[config.mk]
export PLATFORM = sky130hd
export DESIGN_NAME = sdes_cbc_byte_cipher
export DESIGN_NICKNAME = d
export VERILOG_FILES = /design/src/hw/rtl/sdes_cbc_pkg.sv /design/src/hw/rtl/sdes_cbc_byte_cipher.sv
export SDC_FILE = /design/constraint.sdc
export NUM_CORES = 1
export LEC_CHECK = 0
export CAP_MARGIN = 20
export CORE_UTILIZATION = 40
export CTS_BUF_LIST = sky130_fd_sc_hd__clkbuf_4 sky130_fd_sc_hd__clkbuf_8
export DETAILED_ROUTE_END_ITERATION = 10
export DONT_BUFFER_PORTS = 1
export SKIP_LAST_GASP = 1
export SLEW_MARGIN = 20
export SYNTH_ARGS = -nofsm -noshare
export SYNTH_HDL_FRONTEND = slang
export SYNTH_SLANG_ARGS = --single-unit
[constraint.sdc]
create_clock -name clk -period 7.5 [get_ports clk]
set_clock_uncertainty 0.1 [all_clocks]
set_input_delay 1.125 -clock clk [delete_from_list [all_inputs] [get_ports clk]]
set_output_delay 1.125 -clock clk [all_outputs]
set_load 0.05 [all_outputs]
[src/hw/rtl/sdes_cbc_pkg.sv]
// Shared constants, types and S-DES permutation/round functions for the CBC byte cipher.
`timescale 1ns / 1ps

package sdes_cbc_pkg;

  typedef logic [7:0] byte_t;
  typedef logic [9:0] key_t;
  typedef logic [3:0] nib_t;

  localparam key_t  KEY_RST = 10'd509;
  localparam byte_t IV_RST  = 8'd170;

  localparam int unsigned CFG_AW = 4;
  localparam int unsigned CFG_DW = 32;

  // register indexes, taken from paddr[3:2]
  localparam logic [1:0] REG_KEY  = 2'd0;
  localparam logic [1:0] REG_IV   = 2'd1;
  localparam logic [1:0] REG_MODE = 2'd2;

  localparam logic [1:0] SBOX0 [0:3][0:3] = '{
    '{2'd1, 2'd0, 2'd3, 2'd2},
    '{2'd3, 2'd2, 2'd1, 2'd0},
    '{2'd0, 2'd2, 2'd1, 2'd3},
    '{2'd3, 2'd1, 2'd3, 2'd2}
  };

  localparam logic [1:0] SBOX1 [0:3][0:3] = '{
    '{2'd0, 2'd1, 2'd2, 2'd3},
    '{2'd2, 2'd0, 2'd1, 2'd3},
    '{2'd3, 2'd0, 2'd1, 2'd0},
    '{2'd2, 2'd1, 2'd0, 2'd3}
  };

  function automatic key_t p10(input key_t k);
    return {k[7], k[5], k[8], k[3], k[6], k[0], k[9], k[1], k[2], k[4]};
  endfunction

  function automatic byte_t p8(input key_t t);
    return {t[4], t[7], t[3], t[6], t[2], t[5], t[0], t[1]};
  endfunction

  function automatic byte_t perm_ip(input byte_t v);
    return {v[6], v[2], v[5], v[7], v[4], v[0], v[3], v[1]};
  endfunction

  function automatic byte_t perm_ipi(input byte_t v);
    return {v[4], v[7], v[5], v[3], v[1], v[6], v[0], v[2]};
  endfunction

  function automatic byte_t subkey1(input key_t k);
    key_t t;
    t = p10(k);
    return p8({t[8:5], t[9], t[3:0], t[4]});
  endfunction

  function automatic byte_t subkey2(input key_t k);
    key_t t;
    t = p10(k);
    // three-place left rotation of each half in total
    return p8({t[6:5], t[9:7], t[1:0], t[4:2]});
  endfunction

  function automatic byte_t round_fk(input byte_t b, input byte_t sk);
    nib_t  rh;
    byte_t x;
    nib_t  s;
    rh = b[3:0];
    x  = {rh[0], rh[3], rh[2], rh[1], rh[2], rh[1], rh[0], rh[3]} ^ sk;
    s  = {SBOX0[{x[7], x[4]}][{x[6], x[5]}], SBOX1[{x[3], x[0]}][{x[2], x[1]}]};
    return {b[7:4] ^ {s[2], s[0], s[1], s[3]}, rh};
  endfunction

  function automatic byte_t block_cipher(input byte_t v, input byte_t ka, input byte_t kb);
    byte_t t;
    t = round_fk(perm_ip(v), ka);
    t = round_fk({t[3:0], t[7:4]}, kb);
    return perm_ipi(t);
  endfunction

endpackage

[src/hw/rtl/sdes_cbc_byte_cipher.sv]
// S-DES byte cipher in CBC mode with APB-style configuration registers.
// Data path: an accepted byte is held in the input register, then its result in the result
// register; a busy result register keeps the byte waiting in the input register.
// Throughput: one byte per cycle while out_ready holds; the whole cipher and chain
// update sit between the input register and the result/chain registers.
// Reset (synchronous, rst_n low): pipeline empty, key 509, IV 170, encrypt mode,
// chain value 170.
`timescale 1ns / 1ps

module sdes_cbc_byte_cipher (
  input  logic                               clk,
  input  logic                               rst_n,
  input  logic                               in_valid,
  output logic                               in_ready,
  input  sdes_cbc_pkg::byte_t                in_data_in,
  input  logic                               in_chain_restart,
  output logic                               out_valid,
  input  logic                               out_ready,
  output sdes_cbc_pkg::byte_t                out_data_out,
  input  logic                               cfg_psel,
  input  logic                               cfg_penable,
  input  logic                               cfg_pwrite,
  input  logic [sdes_cbc_pkg::CFG_AW-1:0]    cfg_paddr,
  input  logic [sdes_cbc_pkg::CFG_DW-1:0]    cfg_pwdata,
  output logic [sdes_cbc_pkg::CFG_DW-1:0]    cfg_prdata,
  output logic                               cfg_pready
);
  import sdes_cbc_pkg::*;

  key_t       key_r;
  byte_t      iv_r;
  logic       mode_r;
  byte_t      chain_r, chain_nxt;
  logic       s1_valid_r;
  byte_t      s1_data_r;
  logic       s1_restart_r;
  logic       out_valid_r;
  byte_t      out_data_r, out_data_nxt;
  logic       s1_adv;
  logic       cfg_wr;
  logic [1:0] cfg_idx;
  byte_t      k1, k2, chain_use, bc_in, bc_out;

  assign cfg_pready = 1'b1;
  assign cfg_idx    = cfg_paddr[3:2];
  assign cfg_wr     = cfg_psel && cfg_penable && cfg_pwrite && cfg_pready;

  always_comb begin
    cfg_prdata = '0;
    case (cfg_idx)
      REG_KEY:  cfg_prdata = {{(CFG_DW-10){1'b0}}, key_r};
      REG_IV:   cfg_prdata = {{(CFG_DW-8){1'b0}}, iv_r};
      REG_MODE: cfg_prdata = {{(CFG_DW-1){1'b0}}, mode_r};
      default:  cfg_prdata = '0;
    endcase
  end

  always_ff @(posedge clk) begin
    if (!rst_n) begin
      key_r  <= KEY_RST;
      iv_r   <= IV_RST;
      mode_r <= 1'b0;
    end else if (cfg_wr) begin
      case (cfg_idx)
        REG_KEY:  key_r  <= cfg_pwdata[9:0];
        REG_IV:   iv_r   <= cfg_pwdata[7:0];
        REG_MODE: mode_r <= cfg_pwdata[0];
        default:  ;
      endcase
    end
  end

  // advance the input stage whenever the result register is free or being drained
  assign s1_adv   = s1_valid_r && (!out_valid_r || out_ready);
  assign in_ready = !s1_valid_r || s1_adv;

  assign k1        = subkey1(key_r);
  assign k2        = subkey2(key_r);
  assign chain_use = s1_restart_r ? iv_r : chain_r;
  assign bc_in     = mode_r ? s1_data_r : (s1_data_r ^ chain_use);
  assign bc_out    = mode_r ? block_cipher(bc_in, k2, k1) : block_cipher(bc_in, k1, k2);

  always_comb begin
    if (mode_r) begin
      out_data_nxt = bc_out ^ chain_use;
      chain_nxt    = s1_data_r;
    end else begin
      out_data_nxt = bc_out;
      chain_nxt    = bc_out;
    end
  end

  always_ff @(posedge clk) begin
    if (!rst_n) begin
      s1_valid_r  <= 1'b0;
      out_valid_r <= 1'b0;
      chain_r     <= IV_RST;
    end else begin
      if (in_valid && in_ready) begin
        s1_valid_r <= 1'b1;
      end else if (s1_adv) begin
        s1_valid_r <= 1'b0;
      end
      if (s1_adv) begin
        out_valid_r <= 1'b1;
        chain_r     <= chain_nxt;
      end else if (out_ready) begin
        out_valid_r <= 1'b0;
      end
    end
  end

  always_ff @(posedge clk) begin
    if (in_valid && in_ready) begin
      s1_data_r    <= in_data_in;
      s1_restart_r <= in_chain_restart;
    end
    if (s1_adv) begin
      out_data_r <= out_data_nxt;
    end
  end

  assign out_valid    = out_valid_r;
  assign out_data_out = out_data_r;

  // encrypt chains on the ciphertext just produced
  a_enc_chain: assert property (@(posedge clk) disable iff (!rst_n)
    s1_adv && !mode_r |=> chain_r == out_data_r)
    else $error("encrypt chain value does not match result");

  // decrypt chains on the ciphertext that came in
  a_dec_chain: assert property (@(posedge clk) disable iff (!rst_n)
    s1_adv && mode_r |=> chain_r == $past(s1_data_r))
    else $error("decrypt chain value does not match input byte");

  // an empty result register never stalls the input side
  a_no_stall: assert property (@(posedge clk) disable iff (!rst_n)
    !out_valid_r |-> in_ready)
    else $error("input stalled with empty result register");

endmodule

; Word-level counts from Yosys, hierarchy flattened
; Cells that the tools add are included.
[classes]
bitwise = 26
n_mux = 58
order_cmp = 16
reduce_logical = 14
eq_ne = 2
[ops]
columns = operator, n
row1 = 2-to-1 mux 8 bit, 21
row2 = binary-select mux 8 bit (select 2 bit), 8
row3 = "greater-or-equal comparator 3 bit, second input constant", 16
row4 = inverter 2 -> 3 bit, 16
row5 = XOR 8 bit, 6
row6 = binary-select mux 2 bit (select 2 bit), 8
row7 = 2-to-1 mux 2 bit, 16
row8 = one-hot mux 10 bit (3 select lines), 1
row9 = XOR 4 bit, 4
row10 = AND reduction 2 bit, 3
row11 = logical AND 1 bit, 4
row12 = 2-to-1 mux 1 bit, 4
row13 = nonzero test 2 bit, 2
row14 = "== test 2 x 1 -> 1 bit, second input constant", 1
row15 = "== test 2 bit, second input constant", 1
row16 = zero test 1 bit, 2
row17 = zero test 2 bit, 1
row18 = logical OR 1 bit, 2
[word_totals]
ff_bits = 46
wordCells = 125
output_inout_bits = 43

; Depth between registers and ports, before layout
; Gate-level depths: netlist of the first run.
[depth]
word_depth = 24
ltp_mapped = 17
depth_no_buf = 16

; Worst setup path before layout of the first run
; Ideal clock, no wire load.
[synth_path]
path_type = input port to output port
start = in cfg_paddr[2] (netlist bit)
end = out cfg_prdata[9] (netlist bit)
cell_stages = 2
t_required_ns = 6.275
arrival_ns = 2.568
slack_ns = 3.707
path_cell_list = buf_1 -> nor3b_1
[synth_between]
elab_chain_len = 2
elab_cells_between_ends = 4
cone_classes = eq/ne (2) / mux (1) / reduce/logical (1)
[synth_rtl]
columns = element, line_no
row1 = start: declaration, sdes_cbc_byte_cipher.sv:23  ; input logic [sdes_cbc_pkg::CFG_AW-1:0] cfg_paddr,
row2 = == test 2 bit (tied with other cells), sdes_cbc_byte_cipher.sv:50  ; case (cfg_idx)
row3 = one-hot mux 10 bit (3 select lines) *, sdes_cbc_byte_cipher.sv:50
row4 = end: declaration, sdes_cbc_byte_cipher.sv:25  ; output logic [sdes_cbc_pkg::CFG_DW-1:0] cfg_prdata,
; Mark *: on every way between the ends. The rest lies on a longest branch, timed or not.

; Final worst setup path of the first run
[layout_path]
start = reg s1_restart_r
end = reg chain_r[7]
[layout_between]
elab_chain_len = 23
elab_cells_between_ends = 61
cone_classes = mux (40) / bitwise (21)
[layout_rtl]
columns = element, line_no
row1 = start: declaration, sdes_cbc_byte_cipher.sv:36  ; logic s1_restart_r;
row2 = start signal: assignment, sdes_cbc_byte_cipher.sv:116  ; s1_restart_r <= in_chain_restart;
row3 = 2-to-1 mux 8 bit *, sdes_cbc_byte_cipher.sv:79  ; assign chain_use = s1_restart_r ? iv_r : chain_r;
row4 = XOR 8 bit *, sdes_cbc_byte_cipher.sv:80  ; assign bc_in = mode_r ? s1_data_r : (s1_data_r ^ chain_use);
row5 = 2-to-1 mux 8 bit *, sdes_cbc_byte_cipher.sv:80
row6 = XOR 8 bit, sdes_cbc_pkg.sv:69  ; x = {rh[0], rh[3], rh[2], rh[1], rh[2], rh[1], rh[0], rh[3]} ^ sk;
row7 = inverter 2 -> 3 bit (implied by the code), sdes_cbc_pkg.sv:70  ; s = {SBOX0[{x[7], x[4]}][{x[6], x[5]}], SBOX1[{x[3], x[0]}][{x[2], x[1]}]};
row8 = binary-select mux 8 bit (select 2 bit), sdes_cbc_pkg.sv:70
row9 = 2-to-1 mux 8 bit (implied by the code) (2 in series), sdes_cbc_pkg.sv:70
row10 = binary-select mux 2 bit (select 2 bit), sdes_cbc_pkg.sv:70
row11 = (+4 left out), n/a
row12 = inverter 2 -> 3 bit (implied by the code), sdes_cbc_pkg.sv:70
row13 = binary-select mux 8 bit (select 2 bit), sdes_cbc_pkg.sv:70
row14 = 2-to-1 mux 8 bit (implied by the code) (2 in series), sdes_cbc_pkg.sv:70
row15 = binary-select mux 2 bit (select 2 bit), sdes_cbc_pkg.sv:70
row16 = 2-to-1 mux 2 bit (implied by the code) (2 in series), sdes_cbc_pkg.sv:70
row17 = XOR 4 bit, sdes_cbc_pkg.sv:71  ; return {b[7:4] ^ {s[2], s[0], s[1], s[3]}, rh};
row18 = 2-to-1 mux 8 bit *, sdes_cbc_byte_cipher.sv:81  ; assign bc_out = mode_r ? block_cipher(bc_in, k2, k1) : block_cipher(bc_in, k1, k2);
row19 = 2-to-1 mux 8 bit *, sdes_cbc_byte_cipher.sv:84  ; if (mode_r) begin
row20 = end signal: assignment, sdes_cbc_byte_cipher.sv:106  ; chain_r <= chain_nxt;
row21 = end: declaration, sdes_cbc_byte_cipher.sv:33  ; byte_t chain_r, chain_nxt;
; Mark *: on every way between the ends. The rest lies on a longest branch, timed or not. The select of a mux whose other input is x is not followed.
; A chain may end at the register's enable or synchronous reset.

==> implementation parameters, run 1 <==
Parameter                              Value

Drt
  Uppermost layer routed    met4
  Sum of routed wire length over all layers    8.928 mm
  Final routed DRC violation total    0
  DR vias    between 2000 and 3000
  Routed wirelength normalized by instance count    16.09 um
  Met2 wire len    about 4.2 mm
  Vias per cell    5.216
  Antenna Nets Post-Route    0
  Detailed Routing Iterations Pass 1    4
  M1 wire length    4.101 mm
  Met3 WL    468 um
  Number of violations reported at the end of detailed-routing iteration 0    around 140

Global route
  Initial antenna violation count    0
  Global-route wire length before repair    14.16 mm
  Via count of the first global-routing pass    ~2800
  GRT Overall Usage    a little under a fifth
  Pin count of the biggest net entering global routing    33
  Remaining global-route overflow    0

Worst setup path
  CP peak stage delay    0.90 ns
  Crit path required time    between 7 and 8 ns
  Worst path arrival time    roughly 4.4 ns
  Kind of cell with the highest combined delay on the critical path    compound AO/OA/AOI/OAI gates
  Capture point of the worst path    chain_r[7]
  Worst reg-to-reg setup slack    3.20 ns
  Category of the worst setup path launch point    flop
  Crit path depth    16
  Buffer and inverter count on the worst path    3
  Cell repeated most along the worst path    sky130_fd_sc_hd__inv_1
  Endpoint class of the critical path    flop
  Reg-to-reg startpoint    s1_restart_r
  Depth of the worst register-to-register path    16
  Top fanout value on the critical path    10
  Launch point of the worst path    s1_restart_r
  CP Class    flop to flop
  Cell Chain, Critical Path    mux2i_4 -> nor2_4 -> xnor3_1 -> inv_1 -> ha_1 -> mux2i_1 -> a221oi_4 -> xnor2_2 -> inv_1 -> ha_1 -> inv_1 -> mux2i_1 -> nor2_1 -> a211o_1 -> a31o_1 -> o211ai_2
  Worst reg2reg path endpoint    chain_r[7]
  Cell with the largest stage delay on the worst path    sky130_fd_sc_hd__edfxtp_1

Cells and area
  Proportion of layout cells with a drive suffix above 1    ~7.8%
  Commonest cells after routing, fill and taps aside    41 x sky130_fd_sc_hd__xnor2_1, 40 x sky130_fd_sc_hd__mux2i_1, 39 x sky130_fd_sc_hd__nand2_1
  Leading cell type in the layout, fill and taps excluded    sky130_fd_sc_hd__xnor2_1
  Register area    ~1100 um^2
  Number of antenna repair diodes    0
  Area growth from synthesis to final layout    2.937%
  Area of all placed cells without fillers    a little over 4000 um^2
  Final net count    479
  Area taken by multi-input logic gates    2665 um^2
  Number of fill cells    around 950

Clock tree
  Setup Buffers After CTS    0
  Insertion delay of the later-clocked pin in the worst-skew pair    ~0.31 ns
  Master cell of the clock root buffer    sky130_fd_sc_hd__clkbuf_8
  Resize count post-CTS    0
  Number of hold buffers added after cts    0
  Clock tree from TritonCTS    built
  Clock tree sinks    46
  Clock transition at the registers of the reported paths    ~0.09 ns
  Maximum buffer depth of the clock tree    2
  Number of buffers inserted during clock tree synthesis    5
  Maximum level of the CTS H-tree    2

Placed design
  Post-DP HPWL    ~6.8 mm
  DP Area    4009 um^2
  Routability Congestion    0.8282
  Port buffer count    0

STA
  Setup repair after global routing missed its margin    false
  Worst hold margin    ~0.4 ns
  Measured slew at the worst slew-check pin    0.9457 ns
  Worst max-slew margin expressed relative to the limit    36.53%
  Endpoints failing hold    0
  Peak Freq    232.3 MHz
  Setup violations, final    0
  Setup TNS    0 ns
  Crit share post-route    about 57%
  Number of max-slew violations in the final report    0
  Final critical delay including setup and external delays    between 4 and 5 ns

Floorplan
  I/O pin total    95
  Vertical extent of the die    about 100 um
  Die Width    just over 100 um
  Placeable core region    9729 um^2
  Area of the die    between 10000 and 15000 um^2
  Initial cell density of the core    41.15%
  Count of standard-cell rows    36

Power and ir drop
  PwrDens    about 240 nW/um^2
  Worst VDD drop    0.0001278 V
  Leakage power figure    1.703 nW

Yosys
  Register bit total from synthesis    46
  Syn avg cell area    9.183 um^2
  Number of synthesized flops with an enable pin    17
  Portion of synthesized cell area occupied by the leading cell type    14.50%
  Most common flop cell mapped by yosys    sky130_fd_sc_hd__dfxtp_1
  Area of the mapped netlist    roughly 4000 um^2
  Warning count from the yosys run    0
  Sequential element share of the synthesized area    27.25%
  Ys async rst share    0%
  Most area-consuming cells after synthesis    sky130_fd_sc_hd__dfxtp_1 15%, sky130_fd_sc_hd__edfxtp_1 13%, sky130_fd_sc_hd__mux2i_1 10%
  Cell count after synthesis    about 440
  Most area-hungry cell type in the Yosys netlist    sky130_fd_sc_hd__dfxtp_1
  Number of unique standard cell types used by synthesis    57

Hold path
  Worst Hold Class    flop to flop

Outcome
  Run status    complete, no violations

Job
  Maxcap violations    0
[worst reg2reg max path, cell delays in order (launching register included)]
cell and delay [ns]:
sky130_fd_sc_hd__edfxtp_1 0.90, sky130_fd_sc_hd__mux2i_4 0.40, sky130_fd_sc_hd__nor2_4 0.08, sky130_fd_sc_hd__xnor3_1 0.35, sky130_fd_sc_hd__inv_1 0.07, sky130_fd_sc_hd__ha_1 0.27
sky130_fd_sc_hd__mux2i_1 0.10, sky130_fd_sc_hd__a221oi_4 0.45, sky130_fd_sc_hd__xnor2_2 0.21, sky130_fd_sc_hd__inv_1 0.09, sky130_fd_sc_hd__ha_1 0.29, sky130_fd_sc_hd__inv_1 0.04
sky130_fd_sc_hd__mux2i_1 0.21, sky130_fd_sc_hd__nor2_1 0.07, sky130_fd_sc_hd__a211o_1 0.27, sky130_fd_sc_hd__a31o_1 0.23, sky130_fd_sc_hd__o211ai_2 0.12
[final cells by class]
cell class	count	share of cell area (%)
clock buffers	6	1.852
flip-flops and latches	46	26.47
repair buffers	4	0.7286
clock inverters	2	0.8804
well taps	133	4.038
multi-input cells	349	64.66
inverters	15	1.366
[metal layers]
metal  GRT usage [%]  up-vias
met5               0        -
met4           6.264        0
met3           3.146       15
met2           30.10       89
met1           23.78     1363
li1                -     1428
[worst min-delay path by stage]
stage,from,end,slack [ns],depth (start not counted)
after detailed placement,chain_r[7],chain_r[7],0.36,2
after floorplan,chain_r[7],chain_r[7],0.35,2
after global routing,chain_r[7],chain_r[7],0.41,2
after global placement,chain_r[7],chain_r[7],0.37,2
after CTS,chain_r[7],chain_r[7],0.39,2
final,chain_r[7],chain_r[7],0.39,2
[cells in the mapped netlist, drive strengths merged, types with 3 or more instances]
cell    instances
nor2           32
xor2           20
a211oi          4
edfxtp         17
nor3           12
a21oi          11
nor3b           6
and2            5
and3            7
ha              6
dfxtp          29
o21ai          15
xnor2          44
nand2          39
nand2b          5
o211ai         10
nor2b           8
or2             3
a31oi           3
inv            15
a21boi          5
buf            31
xnor3          11
or3             4
mux2i          44
nand3           9
clkbuf         16
[cells by family (layout without fill, tap and decap cells)]
family / count (synthesis) / in the layout / synth area share, %
mux: 46 / 46 / 12.69
simple gates: 134 / 134 / 16.62
flops: 46 / 46 / 27.25
buf+inv: 62 / 27 / 8.281
xor+xnor: 75 / 75 / 21.31
compound gates: 65 / 65 / 11.78
fa+ha+maj: 6 / 6 / 1.875
other cells: 2 / 23 / 0.1876
[sequential cells by signal (all words and copies together), names as in the netlist]
name and count:
iv_r 8, out_valid 1, s1_data_r 8, chain_r 8, mode_r 1, s1_restart_r 1, out_data_out 8, s1_valid_r 1
key_r 10
[through the flow]
step | setup WS (ns) | instances | power, mW | utilization [%]
after global placement | 3.238 | 547 | 0.7915 | 41.20
after global routing | 2.896 | 555 | 1.056 | 42.36
final | 3.196 | 555 | 0.9932 | 42.36
after CTS | 3.156 | 555 | 0.9971 | 42.36
after detailed placement | 3.179 | 547 | 0.8011 | 41.20
after floorplan | 3.707 | 457 | 0.7430 | -
[power breakdown]
group	switching, mW	total [mW]	leakage [nW]	internal, mW
Clock	0.0892	0.193	0.0591	0.103
Sequential	0.0463	0.333	0.399	0.287
Combinational	0.270	0.468	1.24	0.197
(Power assumes the default switching activity.)
==> run 2: changes to the inputs <==
==> constraint.sdc (replaced) <==
create_clock -name clk -period 4.3 [get_ports clk]
set_clock_uncertainty 0.1 [all_clocks]
set_input_delay 0.645 -clock clk [delete_from_list [all_inputs] [get_ports clk]]
set_output_delay 0.645 -clock clk [all_outputs]
set_load 0.05 [all_outputs]
==> run 2 against run 1 <==
Compared with the run above:
- clock-buffer cell count is the same
- die area unchanged
- final area rose by 2.0%
- cell count grew 1.8%
- first-iteration DRC count rose by 20%
- core utilization is 0.85 points higher
- clock power rose by 70%
- sequential share of layout area shrank 0.52 points
- via count is 0.14% higher
- non-clock buffer count rose by 10
- global-route usage fell by 0.18 points
- hold slack worse by 0.082 ns
==> implementation parameters, run 2 (synthesized netlist as in run 1, its figures left out) <==
Parameter                              Value

Outcome
  Run status    complete, no violations

Drt
  Number of violations reported at the end of detailed-routing iteration 0    173 (+20%)
  DR vias    2899 (+0.14%)
  Routed wirelength normalized by instance count    15.86 um (-1.4%)
  Detailed Routing Iterations Pass 1    4 (unchanged)
  Sum of routed wire length over all layers    8.960 mm (+0.36%)
  Final routed DRC violation total    0 (unchanged)
  Antenna Nets Post-Route    0 (unchanged)
  Vias per cell    5.131 (-1.6%)

STA
  Endpoints failing hold    0 (unchanged)
  Measured slew at the worst slew-check pin    0.9487 ns (+0.003023 ns)
  Peak Freq    251.3 MHz (+8.2%)
  Setup TNS    0 ns (unchanged)
  Worst hold margin    0.3113 ns (-0.08161 ns)
  Crit share post-route    92.53% (+35 points)
  Worst max-slew margin expressed relative to the limit    36.33% (-0.20 points)
  Number of max-slew violations in the final report    0 (unchanged)
  Worst setup slack after layout    0.3214 ns (-2.874 ns)
  Setup repair after global routing missed its margin    false
  Final critical delay including setup and external delays    3.979 ns (-0.3259 ns)
  Setup violations, final    0 (unchanged)

Global route
  Met2 demand-to-capacity share in global routing    29.69% (-0.41 points)
  Pin count of the biggest net entering global routing    32 (-3.0%)
  Initial antenna violation count    0 (unchanged)
  Global-route wire length before repair    14.12 mm (-0.24%)
  GR met1 Demand/Resource    24.31% (+0.53 points)
  Via count of the first global-routing pass    2776 (+0.18%)
  Global-route met3 utilization    3.488% (+0.34 points)
  GRT Overall Usage    17.95% (-0.18 points)
  Remaining global-route overflow    0 (unchanged)
  Global-route layer with the greatest usage    met2

Job
  Maxcap violations    0 (unchanged)

Clock tree
  Master cell of the clock root buffer    sky130_fd_sc_hd__clkbuf_8
  Insertion delay of the later-clocked pin in the worst-skew pair    0.30 ns (about the same)
  Clock transition at the registers of the reported paths    0.09 ns (about the same)
  Clock tree from TritonCTS    built
  Maximum buffer depth of the clock tree    2 (unchanged)
  Clock tree sinks    46 (unchanged)
  Maximum level of the CTS H-tree    2 (unchanged)
  Setup Buffers After CTS    0 (unchanged)
  Number of buffers inserted during clock tree synthesis    5 (unchanged)

Worst setup path
  CP peak stage delay    0.52 ns (-0.38 ns)
  Crit path required time    4.24 ns (-3.40 ns)
  CP Class    flop to flop
  Category of the worst setup path launch point    flop
  Kind of cell with the highest combined delay on the critical path    simple AND/OR/NAND/NOR gates
  Top fanout value on the critical path    7 (-3)
  Buffer and inverter count on the worst path    2 (-1)
  Worst path arrival time    3.92 ns (-0.52 ns)
  Cell with the largest stage delay on the worst path    sky130_fd_sc_hd__edfxtp_1
  Cell Chain, Critical Path    buf_4 -> mux2i_4 -> buf_4 -> or3_1 -> and2_1 -> nor3_1 -> o21ai_0 -> a211oi_1 -> nand2b_1 -> ha_1 -> nor3b_1 -> a311oi_1 -> xnor2_1 -> mux2i_1 -> xnor2_1
  Endpoint class of the critical path    flop

Floorplan
  I/O pin total    95 (unchanged)
  Initial cell density of the core    41.15% (unchanged)
  Vertical extent of the die    102.0 um (unchanged)
  Die Width    102.0 um (unchanged)
  Count of standard-cell rows    36 (unchanged)
  Placeable core region    9729 um^2 (unchanged)
  Area of the die    10410 um^2 (unchanged)

Cells and area
  Max FFs per register    10 (unchanged)
  Area of all placed cells without fillers    4204 um^2 (+2.0%)
  Cell Count, Final, Fillers Out    565 (+1.8%)
  Final net count    489 (+2.1%)
  Area growth from synthesis to final layout    5.000%
  Number of fill cells    975 (+2.2%)
  Top reg by flops    key_r
  Proportion of layout cells with a drive suffix above 1    10.19% (+2.4 points)
  Number of antenna repair diodes    0 (unchanged)
  Commonest cells after routing, fill and taps aside    41 x sky130_fd_sc_hd__xnor2_1, 40 x sky130_fd_sc_hd__mux2i_1, 39 x sky130_fd_sc_hd__nand2_1
  Leading cell type in the layout, fill and taps excluded    sky130_fd_sc_hd__xnor2_1

Power and ir drop
  Internal power summed over all cells    1.036 mW (+76%)
  Worst VDD drop    0.0001896 V (+48%)
  Switching Fraction    40.59% (-0.27 points)
  Proportion of power drawn by combinational gates    48.1% (+1.0 points)
  Clk network pwr share    18.9% (-0.5 points)
  Sequential cell fraction of total power    33.1% (-0.4 points)
  PwrDens    414.7 nW/um^2 (+72%)
  Switching power summed over all nets    0.7076 mW (+74%)
  Leakage power figure    1.751 nW (+2.8%)

Placed design
  Setup slack at placement    0.2693 ns (-2.910 ns)
  DP Area    4084 um^2 (+1.9%)
  Cell Count Post-Placement    557 (+1.8%)
  Port buffer count    0 (unchanged)
  Routability Congestion    0.8594 (+3.8%)
  Post-DP HPWL    7.009 mm (+2.3%)

Hold path
  Worst Hold Class    primary input to flop
==> run 2: cell count changes in the layout (fill, tap and decap cells not counted), sizes merged <==
| cell | before | now |
|---|---|---|
| buf | 4 | 14 |
==> run 2: cell type report <==
cell class	instances	area (um^2)	share of cell area (%)
Multi-Input combinational cell	349	2673	63.57
Inverter	15	56.30	1.339
Tap cell	133	166.4	3.958
Clock inverter	2	36.28	0.8631
Sequential cell	46	1091	25.95
Timing Repair Buffer	14	105.1	2.500
Clock buffer	6	76.32	1.815
==> run 2: final timing paths <==
path | slack, ns | end | cells past startpoint | startpoint
max | 0.32 | out_data_out[6] | 15 | s1_restart_r
min | 0.31 | iv_r[5] | 1 | rst_n
max reg2reg | 0.32 | out_data_out[6] | 15 | s1_restart_r
min reg2reg | 0.40 | chain_r[5] | 2 | chain_r[5]
==> run 2: power groups by stage <==
stage / logic (mW) / registers (mW) / clock network [mW]
final: 0.838 / 0.577 / 0.329
after global routing: 0.919 / 0.580 / 0.352
after CTS: 0.836 / 0.577 / 0.340
after detailed placement: 0.826 / 0.587 / 0
after global placement: 0.807 / 0.586 / 0
after floorplan: 0.724 / 0.572 / 0
==> run 2: what timing repair did <==
action                     in CTS  in global routing
setup endpoints to repair       0                  1
resized for setup               0                  1
hold buffers                    0                  0
==> run 2: worst register-to-register path, cell delays in order, from the launching register on <==
cell and delay, ns:
sky130_fd_sc_hd__edfxtp_1 0.52, sky130_fd_sc_hd__buf_4 0.26, sky130_fd_sc_hd__mux2i_4 0.24, sky130_fd_sc_hd__buf_4 0.18, sky130_fd_sc_hd__or3_1 0.35, sky130_fd_sc_hd__and2_1 0.19
sky130_fd_sc_hd__nor3_1 0.19, sky130_fd_sc_hd__o21ai_0 0.15, sky130_fd_sc_hd__a211oi_1 0.25, sky130_fd_sc_hd__nand2b_1 0.24, sky130_fd_sc_hd__ha_1 0.18, sky130_fd_sc_hd__nor3b_1 0.05
sky130_fd_sc_hd__a311oi_1 0.42, sky130_fd_sc_hd__xnor2_1 0.17, sky130_fd_sc_hd__mux2i_1 0.10, sky130_fd_sc_hd__xnor2_1 0.14
==> run 2: metal layers <==
layer	vias up	wire [um]
met5	-	0
met4	0	74
met3	6	518
met2	96	4165
met1	1350	4200
li1	1447	-
==> run 2: metrics by stage <==
step	util [%]	power, mW
2_1_floorplan	-	1.296
3_3_place_gp	41.98	1.393
3_5_place_dp	41.98	1.413
4_1_cts	43.13	1.753
5_1_grt	43.21	1.851
6_report	43.21	1.743
